File: config.mk
export PLATFORM = sky130hd
export DESIGN_NAME = morse_code_encoder
export DESIGN_NICKNAME = d
export VERILOG_FILES = /design/src/hdl/mce_pkg.sv /design/src/hdl/mce_lookup.sv /design/src/hdl/morse_code_encoder.sv
export SDC_FILE = /design/constraint.sdc
export NUM_CORES = 1
export LEC_CHECK = 0
export BUFFER_PORTS_ARGS = -buffer_cell sky130_fd_sc_hd__buf_2
export CAP_MARGIN = 10
export CORE_ASPECT_RATIO = 0.75
export CORE_UTILIZATION = 47
export DETAILED_ROUTE_END_ITERATION = 8
export GPL_ROUTABILITY_DRIVEN = 0
export HOLD_SLACK_MARGIN = 0.08
export PLACE_DENSITY = 0.73
export SYNTH_ARGS = -nofsm -noshare
export SYNTH_HDL_FRONTEND = slang
export SYNTH_SLANG_ARGS = --single-unit
File: constraint.sdc
create_clock -name i_clk -period 3.1 [get_ports i_clk]
set_clock_uncertainty 0.1 [all_clocks]
set_input_delay 0.62 -clock i_clk [delete_from_list [all_inputs] [get_ports i_clk]]
set_output_delay 0.62 -clock i_clk [all_outputs]
set_load 0.02 [all_outputs]
File: src/hdl/mce_pkg.sv
// Types and constants of the Morse code encoder.
// No dependencies; used by mce_lookup, morse_code_encoder and mce_checker.
package mce_pkg;

    // Symbol codes carried on the output.
    typedef enum logic [1:0] {
        SYM_DOT  = 2'd0,
        SYM_DASH = 2'd1,
        SYM_GAP  = 2'd2
    } t_symbol;

    // Longest run of symbols for one character.
    localparam int unsigned RUN_MAX = 9;
    localparam int unsigned MARK_MAX = 6;

    localparam logic [3:0] LETTER_GAPS = 4'd3;
    localparam logic [3:0] SPACE_GAPS  = 4'd4;

    localparam logic [7:0] LOWER_FIRST = 8'd97;
    localparam logic [7:0] LOWER_LAST  = 8'd122;
    localparam logic [7:0] CASE_OFFSET = 8'd32;
    localparam logic [7:0] SPACE_CODE  = 8'd32;

    // Marks of one character: count, and pattern left-justified with the
    // first mark in the top bit (1 is a dash, 0 a dot).
    typedef struct packed {
        logic [2:0] len;
        logic [5:0] bits;
    } t_marks;

    // Whole run of one character: symbol slot k sits at seq[2k+1:2k].
    typedef struct packed {
        logic [3:0]           count;
        logic [2*RUN_MAX-1:0] seq;
    } t_run;

endpackage

File: src/hdl/mce_lookup.sv
// Character to symbol-run decoder of the Morse code encoder.
// Depends on mce_pkg.
module mce_lookup (
    input  logic [7:0]    i_char_code,
    output mce_pkg::t_run o_run
);

    logic [7:0]      folded;
    mce_pkg::t_marks marks;
    logic            known;
    logic            is_space;
    logic [5:0]      shifted;

    // Fold lowercase letters to uppercase.
    always_comb begin
        if (i_char_code >= mce_pkg::LOWER_FIRST && i_char_code <= mce_pkg::LOWER_LAST) begin
            folded = i_char_code - mce_pkg::CASE_OFFSET;
        end else begin
            folded = i_char_code;
        end
    end

    // Morse table, patterns written in sending order.
    always_comb begin
        known = 1'b1;
        unique case (folded)
            "A": marks = '{3'd2, 6'b010000};
            "B": marks = '{3'd4, 6'b100000};
            "C": marks = '{3'd4, 6'b101000};
            "D": marks = '{3'd3, 6'b100000};
            "E": marks = '{3'd1, 6'b000000};
            "F": marks = '{3'd4, 6'b001000};
            "G": marks = '{3'd3, 6'b110000};
            "H": marks = '{3'd4, 6'b000000};
            "I": marks = '{3'd2, 6'b000000};
            "J": marks = '{3'd4, 6'b011100};
            "K": marks = '{3'd3, 6'b101000};
            "L": marks = '{3'd4, 6'b010000};
            "M": marks = '{3'd2, 6'b110000};
            "N": marks = '{3'd2, 6'b100000};
            "O": marks = '{3'd3, 6'b111000};
            "P": marks = '{3'd4, 6'b011000};
            "Q": marks = '{3'd4, 6'b110100};
            "R": marks = '{3'd3, 6'b010000};
            "S": marks = '{3'd3, 6'b000000};
            "T": marks = '{3'd1, 6'b100000};
            "U": marks = '{3'd3, 6'b001000};
            "V": marks = '{3'd4, 6'b000100};
            "W": marks = '{3'd3, 6'b011000};
            "X": marks = '{3'd4, 6'b100100};
            "Y": marks = '{3'd4, 6'b101100};
            "Z": marks = '{3'd4, 6'b110000};
            "0": marks = '{3'd5, 6'b111110};
            "1": marks = '{3'd5, 6'b011110};
            "2": marks = '{3'd5, 6'b001110};
            "3": marks = '{3'd5, 6'b000110};
            "4": marks = '{3'd5, 6'b000010};
            "5": marks = '{3'd5, 6'b000000};
            "6": marks = '{3'd5, 6'b100000};
            "7": marks = '{3'd5, 6'b110000};
            "8": marks = '{3'd5, 6'b111000};
            "9": marks = '{3'd5, 6'b111100};
            "@": marks = '{3'd6, 6'b011010};
            "&": marks = '{3'd5, 6'b010000};
            "!": marks = '{3'd6, 6'b101011};
            "?": marks = '{3'd6, 6'b001100};
            ",": marks = '{3'd6, 6'b110011};
            ".": marks = '{3'd6, 6'b010101};
            default: begin
                marks = '{3'd0, 6'b000000};
                known = 1'b0;
            end
        endcase
    end

    // Lay out the marks followed by gaps; a space is gaps only.
    always_comb begin
        is_space = (folded == mce_pkg::SPACE_CODE);
        shifted  = '0;
        o_run.seq = '0;
        for (int pos = 0; pos < mce_pkg::RUN_MAX; pos++) begin
            shifted = marks.bits << pos;
            if (!is_space && (4'(pos) < {1'b0, marks.len})) begin
                o_run.seq[2*pos +: 2] = shifted[mce_pkg::MARK_MAX-1] ? mce_pkg::SYM_DASH
                                                                     : mce_pkg::SYM_DOT;
            end else begin
                o_run.seq[2*pos +: 2] = mce_pkg::SYM_GAP;
            end
        end
        if (is_space) begin
            o_run.count = mce_pkg::SPACE_GAPS;
        end else if (known) begin
            o_run.count = {1'b0, marks.len} + mce_pkg::LETTER_GAPS;
        end else begin
            o_run.count = 4'd0;
        end
    end

endmodule

File: src/hdl/morse_code_encoder.sv
// Morse code encoder: one character word in, a run of dot/dash/gap words out.
// The accepted character is registered, decoded and loaded into the run register
// once that is free, and its first symbol is then offered on the output.
// Throughput: one symbol per cycle while i_out_ready is high; a character holds the output
// for its run length of 4 to 9 symbols, and an unknown character loads an empty run.
// The next character is decoded while the current run is still being sent.
// Reset (synchronous, active low) empties both stages; no memory to clear.
module morse_code_encoder (
    input  logic       i_clk,
    input  logic       i_rst_n,
    input  logic       i_in_valid,
    output logic       o_in_ready,
    input  logic [7:0] i_char_code,
    output logic       o_out_valid,
    input  logic       i_out_ready,
    output logic [1:0] o_symbol,
    output logic       o_last_of_run
);

    logic          r_in_valid;
    logic [7:0]    r_char_code;
    mce_pkg::t_run r_run;
    mce_pkg::t_run n_run;
    mce_pkg::t_run lookup_run;
    logic          run_load;
    logic          run_free;

    // Input register.
    always_ff @(posedge i_clk) begin
        if (!i_rst_n) begin
            r_in_valid <= 1'b0;
        end else if (o_in_ready) begin
            r_in_valid <= i_in_valid;
        end
        if (o_in_ready && i_in_valid) begin
            r_char_code <= i_char_code;
        end
    end

    mce_lookup u_lookup (
        .i_char_code (r_char_code),
        .o_run       (lookup_run)
    );

    // The run register is free when empty or when its last symbol leaves now.
    assign run_free   = (r_run.count == 4'd0) || ((r_run.count == 4'd1) && i_out_ready);
    assign run_load   = r_in_valid && run_free;
    assign o_in_ready = !r_in_valid || run_free;

    // Run register: load a decoded run or shift out one symbol.
    always_comb begin
        n_run = r_run;
        if (run_load) begin
            n_run = lookup_run;
        end else if (o_out_valid && i_out_ready) begin
            n_run.count = r_run.count - 4'd1;
            n_run.seq   = {2'b00, r_run.seq[2*mce_pkg::RUN_MAX-1:2]};
        end
    end

    always_ff @(posedge i_clk) begin
        if (!i_rst_n) begin
            r_run.count <= 4'd0;
        end else begin
            r_run.count <= n_run.count;
        end
        r_run.seq <= n_run.seq;
    end

    assign o_out_valid   = (r_run.count != 4'd0);
    assign o_symbol      = r_run.seq[1:0];
    assign o_last_of_run = (r_run.count == 4'd1);

endmodule

# Word level (Yosys, flattened, before mapping)
# Index checks and enable logic that the tools add are counted.
# totals
wordCells	104
out_inout_bits	5
register_bits	31
inputBits	12
# op_classes
eq_ne	44
n_mux	21
add_sub_neg	3
n_reduce_logical	21
magnitude_cmp	10
# op_table
operator	count
$pmux W9 S42	1
$eq A8 B7 Y1 const B	27
$eq A8 B6 Y1 const B	16
$mux W22	2
$reduce_or A42 Y1	1
$mux W2	8
$logic_and A1 B1 Y1	13
$lt A3 B3 Y1 const A	3
$ge A8 B7 Y1 const B	1
$le A8 B7 Y1 const B	1
$mux W4	2
$mux W8	1
$sub A8 B6 Y8 const B	1
$mux W1	7
$lt A1 B3 Y1 const A	2
$lt A2 B3 Y1 const A	2
$add A3 B2 Y4 const B	1
$eq A4 B1 Y1 const B	1
$logic_not A4 Y1	1
$lt A4 B3 Y1 const A	1
$reduce_bool A4 Y1	1
$sub A4 B1 Y4 const B	1
$logic_not A1 Y1	2
$logic_or A1 B1 Y1	2
$reduce_bool A2 Y1	1

# Depth between registers and ports, before layout
# Gate-level depths: netlist (run 1).
# depth
ltp_word	9
mapped_depth	10
ltp_nobuf	9

# Cells and area by module
# Synthesis (run 1) repeated with hierarchy kept, for this count alone.
# hier_totals
cells_unflattened	292
hier_area_um2	2399.8
# by_module_without_submodules
mod	cells_per_inst	seq_area_each_um2	area_per_inst_um2	n_inst
morse_code_encoder	122	880.8	1358.8	1
mce_lookup	170	0.0	1041.0	1

# Worst setup path before layout (run 1)
# No wires, ideal clock.
# synth_path
path_kind	reg-to-reg
from	register r_char_code[5]
to	register r_run[19] (netlist bit)
t_required_ns	2.883
setup_slack_ns	0.751
path_stages_with_launch	11
arrival_ns	2.131
n_path_buf	1
period_less_slack_ns	2.349
setup_ns	0.117
path_cell_list	edfxtp_1 -> buf_2 -> inv_1 -> ha_1 -> nor2_1 -> o21ai_4 -> a2111oi_1 -> a211oi_4 -> xor2_1 -> a31oi_1 -> nor2_1
# synth_between
elab_chain_len	9
elab_cells_between_ends	55
cone_classes	add/sub: 2; order compare: 2; eq/ne: 43; mux: 6; reduce/logical: 2
# synth_rtl
element	line_no	rtl
start: declaration	morse_code_encoder.sv:21	logic [7:0] r_char_code;
start signal: assignment	morse_code_encoder.sv:36	r_char_code <= i_char_code;
$ge A8 B7 Y1 or $le A8 B7 Y1 (tied branches)	mce_lookup.sv:16	if (i_char_code >= mce_pkg::LOWER_FIRST && i_char_code <= mce_pkg::LOWER_LAST) begin
$logic_and A1 B1 Y1	mce_lookup.sv:16	
$mux W8 *	mce_lookup.sv:16	
$eq A8 B6 Y1 or $eq A8 B7 Y1 (tied branches)	mce_lookup.sv:26	unique case (folded)
$pmux W9 S42 or $reduce_or A42 Y1 (tied branches)	n/a	
$add A3 B2 Y4 or $mux W1 (tied branches)	mce_lookup.sv:93, mce_lookup.sv:26	
$mux W4	mce_lookup.sv:92	end else if (known) begin
$mux W4 *	mce_lookup.sv:90	if (is_space) begin
$mux W22 *	morse_code_encoder.sv:53	if (run_load) begin
end: declaration	morse_code_encoder.sv:22	mce_pkg::t_run r_run;
# Every way passes the cells marked *; elsewhere a longest branch is shown, timed or not.
# A chain may end at the register's enable or synchronous reset.

# Final worst setup path (run 1)
# Ends and elaborated chain as after synthesis.

==> results of run 1 <==
-- flip-flops by register name, summed over array words and instances, names as in the netlist --
name         cells
r_run           17
r_char_code      8
r_in_valid       1
o_symbol         2
-- cell type report --
class	count	area share, %
inverters	10	1.616
flip-flops and latches	28	33.60
clock inverters	1	1.292
clock buffers	3	1.777
well taps	55	2.962
repair buffers	22	5.385
multi-input cells	210	53.37
-- worst paths after layout --
kind | start | endpoint | cells after the start
worst min-delay path | r_run[17]$_SDFFCE_PP1P_ | r_run[15]$_SDFFE_PP1P_ | 2
worst max-delay path | r_char_code[5]$_DFFE_PP_ | r_run[19]$_SDFFE_PN0P_ | 9
worst min register to register | r_run[17]$_SDFFCE_PP1P_ | r_run[15]$_SDFFE_PP1P_ | 2
worst max register to register | r_char_code[5]$_DFFE_PP_ | r_run[19]$_SDFFE_PN0P_ | 9
-- per-stage QoR --
stage	instance area (um2)	setup slack, ns	power, W	hold slack [ns]	utilization (%)
finish	2323	0.4690	0.001856	0.4112	54.94
global route	2323	0.2313	0.001977	0.3968	54.94
CTS	2323	0.4598	0.001846	0.4066	54.94
detailed placement	2252	0.5008	0.001558	0.3793	53.25
global placement	2252	0.6195	0.001546	0.3416	53.25
floorplan	2167	0.7514	0.001375	0.3375	-
-- routing by layer --
metal | vias up | wire length, um | track usage, %
met5 | - | 0 | 0
met4 | 0 | 86 | 5.867
met3 | 18 | 478 | 4.060
met2 | 112 | 2064 | 31.60
met1 | 896 | 2417 | 35.07
li1 | 993 | - | -
-- critical path, stage by stage (launching register included) --
cell	delay [ns]
edfxtp_1	0.51
inv_1	0.13
ha_1	0.30
nor2_1	0.18
o21ai_4	0.11
a2111oi_1	0.70
a211oi_4	0.10
xor2_1	0.18
a31oi_1	0.18
nor2_1	0.05
-- cells by family after synthesis --
| group | count (synthesis) |
|---|---|
| simple gates | 101 |
| xor+xnor | 5 |
| fa+ha+maj | 3 |
| mux | 4 |
| compound gates | 97 |
| buf+inv | 32 |
| flops | 28 |
-- layout by cell type (no fill, tap or decap), types with 2 or more instances in the layout --
cell type,n
inv_1,9
a21o_1,2
xnor2_1,2
o211ai_1,3
a211oi_1,2
and3_1,2
ha_1,3
buf_4,6
o21ai_0,21
buf_2,16
and2_1,4
a21oi_1,28
nor4_1,3
o22a_1,3
mux2i_1,3
a31oi_1,4
o31ai_1,3
or2_2,3
a22oi_1,5
nand2_1,38
nand2b_1,7
nor2_1,24
o22ai_1,7
xor2_1,3
nand3_1,7
edfxtp_1,22
a21boi_0,4
dfxtp_1,6
nor3_1,3
nor2b_1,5
clkbuf_8,3
-- power groups by stage --
stage,Clock [W],Combinational (W),Sequential [W]
finish,0.000288,0.000875,0.000693
global route,0.000303,0.000966,0.000708
floorplan,0,0.000708,0.000667
CTS,0.000289,0.000864,0.000692
global placement,0,0.000853,0.000693
detailed placement,0,0.000860,0.000698
==> results.txt, run 1 <==
sequential share of power: 37.3%
Sw Pwr: 0.0007695 W
Initial Util: 51.24%
Cell Count, Final, Fillers Out: 329
Slew Limit Headroom: 53.11%
# port buffers: 16
GRT overflow: 0
cell count after synthesis: 270
area used by multi-input combinational logic: 1240 um2
hold crit path type: reg -> reg
Reg clk slew, reported paths: 0.10 ns
Comb pwr share: 47.1%
Post-Synth Adder-Cell Area: 1.732%
setup bufs post-CTS: 0
Synth Area in Compound Gates: 29.50%
DP Wirelength: 3715 um
RSZ-0062 raised after global routing: no
first-pass GRT wire length: 8238 um
wire per inst: 15.34 um
biggest area consumer among synthesized cells: edfxtp_1
num rows: 20
internal power: 0.001087 W
startpoint types: flop
Worst-Margin Slew: 0.7016 ns
Primary FF master, synth: edfxtp_1
Mapped Area: 2167 um2
register area: 780.7 um2
Pleak: 0.8726 nW
TritonCTS clock tree: built
Yosys cell types: 55
vias in the first global route: 1,689
DR pass1 iterations: 7
Yosys top cell area share: 30.48%
top cells by area, synth: edfxtp_1 (30%), nand2_1 (6.6%), a21oi_1 (6.5%)
Pwr Density: 798.8 nW/um2
Net Sw Frac: 41.46%
largest family of logic cells by synthesized area: compound AO/OA/AOI/OAI gates
Die W: 80.41 um
Max clock buf depth: 2
synthesis-to-layout area growth: 7.217%
syn nets: 285
post-cts sizing count: 0
status: finished, final reports clean
# H-tree levels: 1
FF-to-FF setup slack: 0.47 ns
CP Max Fanout: 8
clock share of power: 15.5%
count leader, synth: nand2_1
Ant. Diodes: 0
initial drt markers: 334
CTS Buf Count: 3
num ports: 17
Seq/Total Area, Yosys: 36.03%
Peak VDD IR: 0.6079 mV
Core Box Area: 4229 um2
ANT nets after route: 0
DP Cell Count: 325
synth cell count leaders: nand2_1 (38), a21oi_1 (28), nor2_1 (24)
Synth Area in Simple Gates: 22.06%
via density per instance: 6.137
Post-synth EDFFs: 22
clk sinks: 28
Layout Nets: 290
layout cells sized above 1: 13.14%
Synth Area in XOR/XNOR: 2.021%
Final period util: 84.87%
mux contribution to synthesized area: 1.905%
critical path data arrival time: 2.71 ns
DRT Wirelength: 5047 um
Slew Limit Fails: 0
setup violators final: 0
hold_buf cts: 0
Max Cap Viol: 0
number of fill cells in the layout: 384
crit end category: flop
Final TNS setup: 0 ns
Total GRT Usage: 22.50%
WP data required: 3.17 ns
DRC: 0
critical path class: reg -> reg
initial antenna violation count: 0
Mapped Avg Cell Area: 8.026 um2
die area: 4889 um2
CTS root buffer: clkbuf_8
Hold Fails Final Rpt: 0
DR vias: 2,019
Seq cells post-synth: 28
Peak Freq: 380.1 MHz
Die Height: 60.81 um
pin count of the biggest net entering global routing: 33
Final min period: 2.631 ns
clk_lat worst skew: 0.28 ns
proportion of synthesized flip-flops having asynchronous set or reset: 0%
Syn. warnings: 0
Power figures use the tool's default switching activity.
==> run 2: changes to the inputs <==
--- a/config.mk
+++ b/config.mk
@@ -5,6 +5,7 @@
 export SDC_FILE = /design/constraint.sdc
 export NUM_CORES = 1
 export LEC_CHECK = 0
+export ABC_AREA = 1
 export BUFFER_PORTS_ARGS = -buffer_cell sky130_fd_sc_hd__buf_2
 export CAP_MARGIN = 10
 export CORE_ASPECT_RATIO = 0.75
@@ -12,7 +13,7 @@
 export DETAILED_ROUTE_END_ITERATION = 8
 export GPL_ROUTABILITY_DRIVEN = 0
 export HOLD_SLACK_MARGIN = 0.08
-export PLACE_DENSITY = 0.73
+export PLACE_DENSITY = 0.76
 export SYNTH_ARGS = -nofsm -noshare
 export SYNTH_HDL_FRONTEND = slang
 export SYNTH_SLANG_ARGS = --single-unit
==> constraint.sdc (replaced) <==
create_clock -name i_clk -period 2.4 [get_ports i_clk]
set_clock_uncertainty 0.1 [all_clocks]
set_input_delay 0.48 -clock i_clk [delete_from_list [all_inputs] [get_ports i_clk]]
set_output_delay 0.48 -clock i_clk [all_outputs]
set_load 0.02 [all_outputs]
==> run 2 against run 1 <==
The flow now finishes with violations (DRC). Synthesized cell count up 13%. Fmax is 10% higher. Die area down 2.1%. Register-to-register slack lost 0.46 ns. Utilization increased by 8.8 points. Via count rose by 15%.
==> results.txt, run 2 <==
Max Cap Viol: 0
ANT nets after route: 0
critical path class: reg -> reg
Seq cells post-synth: 28
Mapped Avg Cell Area: 6.976 um2
DP Wirelength: 4334 um
cell count after synthesis: 304
Yosys cell types: 34
Hold WS: 0.2719 ns
CP Max Fanout: 7
CP Capture Point: r_run[3]$_DFFE_PP_
CTS Buf Count: 3
DR pass1 iterations: 9
worst setup slack after layout: 0.007179 ns
first-pass GRT wire length: 8983 um
number of fill cells in the layout: 346
crit end category: flop
Slew Limit Fails: 0
layout cells sized above 1: 28.29%
Final TNS setup: 0 ns
Post-synth EDFFs: 22
TritonCTS clock tree: built
hold_buf cts: 0
Reg clk slew, reported paths: 0.09 ns
R2R depth: 17
Final min period: 2.393 ns
Worst-Margin Slew: 0.6045 ns
# H-tree levels: 1
number of flip-flops in the largest register: 17
synth cell count leaders: nand2_1 (67), nor2_1 (44), inv_1 (40)
Final period util: 99.70%
WP data required: 2.34 ns
Die W: 79.57 um
Total GRT Usage: 24.98%
Pleak: 1.247 nW
Initial Util: 50.75%
Place WS: 0.008697 ns
DRT Wirelength: 5897 um
DRC: 3
reg2reg end: r_run[3]$_DFFE_PP_
Pwr Density: 825.0 nW/um2
Layout Nets: 366
DR vias: 2,317
Most flops, register: r_run
wire per inst: 14.56 um
# port buffers: 16
Hold Fails Final Rpt: 0
register area: 780.7 um2
Yosys top cell area share: 31.15%
clk sinks: 28
FF-to-FF setup slack: 0.007 ns
critical path data arrival time: 2.33 ns
initial drt markers: 370
status: complete, but fails checks
Cell Count, Final, Fillers Out: 405
crit path from: r_char_code[2]$_DFFE_PP_
count leader, synth: nand2_1
Slew Limit Headroom: 59.55%
Syn. warnings: 0
worst r2r src: r_char_code[2]$_DFFE_PP_
initial antenna violation count: 0
GRT overflow: 0
clk_lat worst skew: 0.28 ns
Peak Freq: 417.9 MHz
total power: 0.002199 W
violated checks: DRC
most frequent cells in the layout: nand2_1 (63), inv_1 (38), nor2_1 (35)
proportion of synthesized flip-flops having asynchronous set or reset: 0%
via density per instance: 5.721
Primary FF master, synth: edfxtp_1
commonest non-fill, non-tap cell in the layout: nand2_1
Peak VDD IR: 0.6735 mV
synthesis-to-layout area growth: 25.66%
die area: 4788 um2
Core Box Area: 4179 um2
Die Height: 60.18 um
num rows: 20
RSZ-0062 raised after global routing: yes
Seq/Total Area, Yosys: 36.81%
setup violators final: 0
biggest area consumer among synthesized cells: edfxtp_1
syn nets: 319
CTS root buffer: clkbuf_8
vias in the first global route: 1,951
num ports: 17
Mapped Area: 2121 um2
hold crit path type: in -> reg
startpoint types: flop
Ant. Diodes: 0
top cells by area, synth: edfxtp_1 (31%), nand2_1 (12%), nor2_1 (7.8%)
Max clock buf depth: 2
DP Cell Count: 393
area used by multi-input combinational logic: 1245 um2
pin count of the biggest net entering global routing: 21
## run 2: cell type report
| cell class | count | share of cell area (%) |
|---|---|---|
| clock inverters | 1 | 0.1408 |
| multi-input cells | 224 | 46.71 |
| repair buffers | 49 | 13.38 |
| well taps | 55 | 2.582 |
| inverters | 45 | 6.338 |
| flip-flops and latches | 28 | 29.30 |
| clock buffers | 3 | 1.549 |
## run 2: kinds of logic after synthesis
family          after synthesis  synth area share (%)
xor+xnor                      2                0.8261
buf+inv                      52                 10.15
simple gates                172                 36.34
flops                        28                 36.81
fa+ha+maj                     3                 1.770
compound gates               47                 14.10
## run 2: timing repair
item	in CTS	in global routing
gates cloned	0	0
resized for setup	0	35
setup buffers	1	7
hold endpoints to repair	0	0
pin swaps	0	14
endpoints found under the setup margin	5	16
## run 2: metrics by stage
stage	instance area, um2	utilization [%]
after global routing	2665	63.77
after CTS	2489	59.55
final	2665	63.77
after floorplan	2121	-
after global placement	2436	58.29
after detailed placement	2436	58.29
## run 2: how the worst min path moves through the flow
| stage | slack (ns) | startpoint | cells past startpoint | to |
|---|---|---|---|---|
| finish | 0.27 | i_char_code[3] | 1 | r_char_code[3]$_DFFE_PP_ |
| global route | 0.26 | i_char_code[6] | 1 | r_char_code[6]$_DFFE_PP_ |
| CTS | 0.27 | i_char_code[0] | 1 | r_char_code[0]$_DFFE_PP_ |
| detailed placement | 0.39 | r_run[17]$_SDFFCE_PP1P_ | 2 | r_run[15]$_SDFFE_PP1P_ |
| global placement | 0.36 | r_run[17]$_SDFFCE_PP1P_ | 2 | r_run[15]$_SDFFE_PP1P_ |
| floorplan | 0.35 | r_run[17]$_SDFFCE_PP1P_ | 2 | r_run[15]$_SDFFE_PP1P_ |
## run 2: worst max-delay path, cell delays in order (launching register included)
cell	delay (ns)
edfxtp_1	0.50
nor2_2	0.15
nor2_1	0.06
nand2_2	0.08
nand4_1	0.09
nand2_2	0.10
buf_6	0.11
inv_2	0.04
nor2_4	0.22
nand3_2	0.15
nand2_2	0.13
nor2_4	0.05
inv_2	0.07
nor2_2	0.04
nand3_2	0.09
nor2_1	0.05
nand2_1	0.05
nand2_1	0.05
## run 2: report_power, final
part	switching, W	internal, W	leakage [nW]
clock	0.000146	0.000115	0.0231
combinational	0.000702	0.000374	0.959
sequential	0.0000838	0.000778	0.265
total	0.000932	0.00127	1.25
## run 2: layer usage
| layer | up-vias | track usage, % | share of wire [%] |
|---|---|---|---|
| met5 | - | 0 | 0 |
| met4 | 0 | 7.013 | 3.0 |
| li1 | 1115 | - | - |
| met3 | 26 | 9.160 | 12 |
| met2 | 156 | 35.90 | 41 |
| met1 | 1020 | 34.93 | 44 |
==> run 3: changes to the inputs <==
--- a/config.mk
+++ b/config.mk
@@ -5,7 +5,6 @@
 export SDC_FILE = /design/constraint.sdc
 export NUM_CORES = 1
 export LEC_CHECK = 0
-export ABC_AREA = 1
 export BUFFER_PORTS_ARGS = -buffer_cell sky130_fd_sc_hd__buf_2
 export CAP_MARGIN = 10
 export CORE_ASPECT_RATIO = 0.75
@@ -13,7 +12,8 @@
 export DETAILED_ROUTE_END_ITERATION = 8
 export GPL_ROUTABILITY_DRIVEN = 0
 export HOLD_SLACK_MARGIN = 0.08
-export PLACE_DENSITY = 0.76
+export PLACE_DENSITY = 0.75
 export SYNTH_ARGS = -nofsm -noshare
 export SYNTH_HDL_FRONTEND = slang
+export SYNTH_HIERARCHICAL = 1
 export SYNTH_SLANG_ARGS = --single-unit
==> run 3 against run 2 <==
The run ends with setup timing left. Final cell count fell by 3.0%. Via count down 3.0%. Area after synthesis is 13% higher. Highest routed layer unchanged. Combinational power increased by 33%. Setup slack worse by 0.076 ns. Synthesized cell count fell by 3.9%. Non-clock buffer count up 9. Die area rose by 13%. Sequential power grew 21%. Largest cell class unchanged. Total power grew 32%. Critical path type unchanged. Critical path depth down 7.
==> results.txt, run 3 <==
FF-to-FF setup slack: -0.07 ns
WHS Endpoint: r_char_code[3]$_DFFE_PP_
worst setup slack after layout: -0.06857 ns
Mapped Area: 2400 um2
Ant. Diodes: 0
DRC: 0
critical path class: reg -> reg
DP Wirelength: 4181 um
Post-synth EDFFs: 26
clk_lat worst skew: 0.29 ns
cell count after synthesis: 292
Layout Nets: 348
WP data required: 2.47 ns
num ports: 17
Pleak: 1.209 nW
Final period util: 102.9%
setup violators final: 1
ANT nets after route: 0
pin count of the biggest net entering global routing: 25
DR vias: 2,248
startpoint types: flop
DRT Wirelength: 5737 um
final core occ: 59.47%
Slew Limit Fails: 0
reg2reg end: r_run[20]$_SDFFE_PN0P_
number of fill cells in the layout: 435
most frequent cells in the layout: nand2_1 (65), buf_4 (40), edfxtp_1 (26)
Hold Fails Final Rpt: 0
# H-tree levels: 2
num rows: 22
number of flip-flops in the largest register: 20
layout cells sized above 1: 27.03%
wire per inst: 14.60 um
clk sinks: 31
Max Cap Viol: 0
via density per instance: 5.720
hold_sp: i_char_code[3]
DR pass1 iterations: 5
CTS Buf Count: 5
top cells by area, synth: edfxtp_1 (33%), nand2_1 (10%), a21oi_1 (4.4%)
Primary FF master, synth: edfxtp_1
status: complete, but fails checks
Pwr Density: 994.4 nW/um2
R2R depth: 10
synthesis-to-layout area growth: 21.43%
synth cell count leaders: nand2_1 (65), edfxtp_1 (26), a21oi_1 (21)
Core Box Area: 4900 um2
critical path data arrival time: 2.54 ns
worst r2r src: r_char_code[2]$_DFFE_PP_
Die W: 84.51 um
RSZ-0062 raised after global routing: yes
Yosys top cell area share: 32.53%
die area: 5399 um2
Design Area, Final: 2914 um2
commonest non-fill, non-tap cell in the layout: nand2_1
first-pass GRT wire length: 9315 um
Syn. warnings: 6
Most flops, register: r_run
Mapped Avg Cell Area: 8.219 um2
CTS root buffer: clkbuf_8
Peak VDD IR: 1.157 mV
crit end category: flop
Worst Hold Path Cells: 1
Seq/Total Area, Yosys: 36.70%
initial antenna violation count: 0
Reg clk slew, reported paths: 0.06 ns
CP Max Fanout: 4
Total GRT Usage: 22.17%
initial drt markers: 261
TritonCTS clock tree: built
Final min period: 2.469 ns
hold crit path type: in -> reg
Peak Freq: 405.1 MHz
Max clock buf depth: 2
Seq cells post-synth: 31
Die Height: 63.89 um
# port buffers: 16
Yosys cell types: 66
vias in the first global route: 1,968
count leader, synth: nand2_1
GRT overflow: 0
proportion of synthesized flip-flops having asynchronous set or reset: 0%
dpl cell area: 2778 um2
Initial Util: 48.98%
violated checks: setup timing
biggest area consumer among synthesized cells: edfxtp_1
[run 3: power by group]
group | switching [W] | internal (W) | leakage [nW]
registers | 0.000117 | 0.000920 | 0.294
clock network | 0.000187 | 0.000231 | 0.0482
logic | 0.000838 | 0.000604 | 0.867
total | 0.00114 | 0.00176 | 1.21
[run 3: per-stage QoR]
step           worst slack (ns)  total power (W)  TNS [ns]  hold slack, ns  instances
2_1_floorplan          -0.02933         0.002072  -0.02933          0.3906        296
3_3_place_gp           -0.02770         0.002404  -0.02770          0.3952        384
3_5_place_dp           -0.08724         0.002449  -0.09687          0.4058        384
4_1_cts                -0.09668         0.002887  -0.09668          0.2624        393
5_1_grt                 -0.2173         0.003104   -0.5876          0.2594        393
6_report               -0.06857         0.002898  -0.06857          0.2715        393
[run 3: kinds of logic after synthesis]
family,Yosys count,share of synthesized area (%)
simple gates,129,26.95
compound gates,81,23.57
fa+ha+maj,4,2.086
flops,31,36.71
buf+inv,42,8.916
mux,3,1.460
other cells,2,0.3129
[run 3: per-layer routing]
metal | wire length, um | global-route usage [%] | up-vias
li1 | - | - | 1115
met4 | 40 | 5.932 | 0
met3 | 399 | 4.522 | 4
met2 | 2489 | 33.33 | 94
met1 | 2808 | 32.41 | 1035
met5 | 0 | 0 | -
[run 3: timing repair]
action	CTS	global route
setup endpoints to repair	5	8
hold buffers	0	0
hold endpoints to repair	0	0
pin swaps	9	5
setup buffers	1	0
resized for setup	3	5
[run 3: how the worst max path moves through the flow]
stage | startpoint | end | slack, ns | depth (start not counted)
floorplan | r_char_code[3]$_DFFE_PP_ | r_run[20]$_SDFFE_PN0P_ | -0.03 | 11
finish | r_char_code[2]$_DFFE_PP_ | r_run[20]$_SDFFE_PN0P_ | -0.07 | 10
global route | r_char_code[2]$_DFFE_PP_ | r_run[20]$_SDFFE_PN0P_ | -0.22 | 10
CTS | r_char_code[2]$_DFFE_PP_ | r_run[20]$_SDFFE_PN0P_ | -0.1 | 10
detailed placement | r_char_code[2]$_DFFE_PP_ | r_run[20]$_SDFFE_PN0P_ | -0.09 | 10
global placement | r_char_code[3]$_DFFE_PP_ | r_run[20]$_SDFFE_PN0P_ | -0.03 | 11
[run 3: final cells by class]
type / instances / area [um2] / area share, %
clock inverter: 1 / 5.005 / 0.1717
tap: 60 / 75.07 / 2.576
sequential: 31 / 880.8 / 30.23
timing repair buffer: 58 / 420.4 / 14.43
clock buffer: 7 / 86.33 / 2.963
multi-input combinational: 223 / 1398 / 47.96
inverter: 13 / 48.80 / 1.675
[run 3: critical path: stages (launching register included)]
cell,delay [ns]
edfxtp_1,0.43
or4_4,0.55
a21oi_2,0.17
o22ai_2,0.11
a211o_1,0.27
inv_2,0.08
ha_4,0.13
a211oi_2,0.03
a221o_1,0.26
a32oi_1,0.17
o21ai_1,0.07
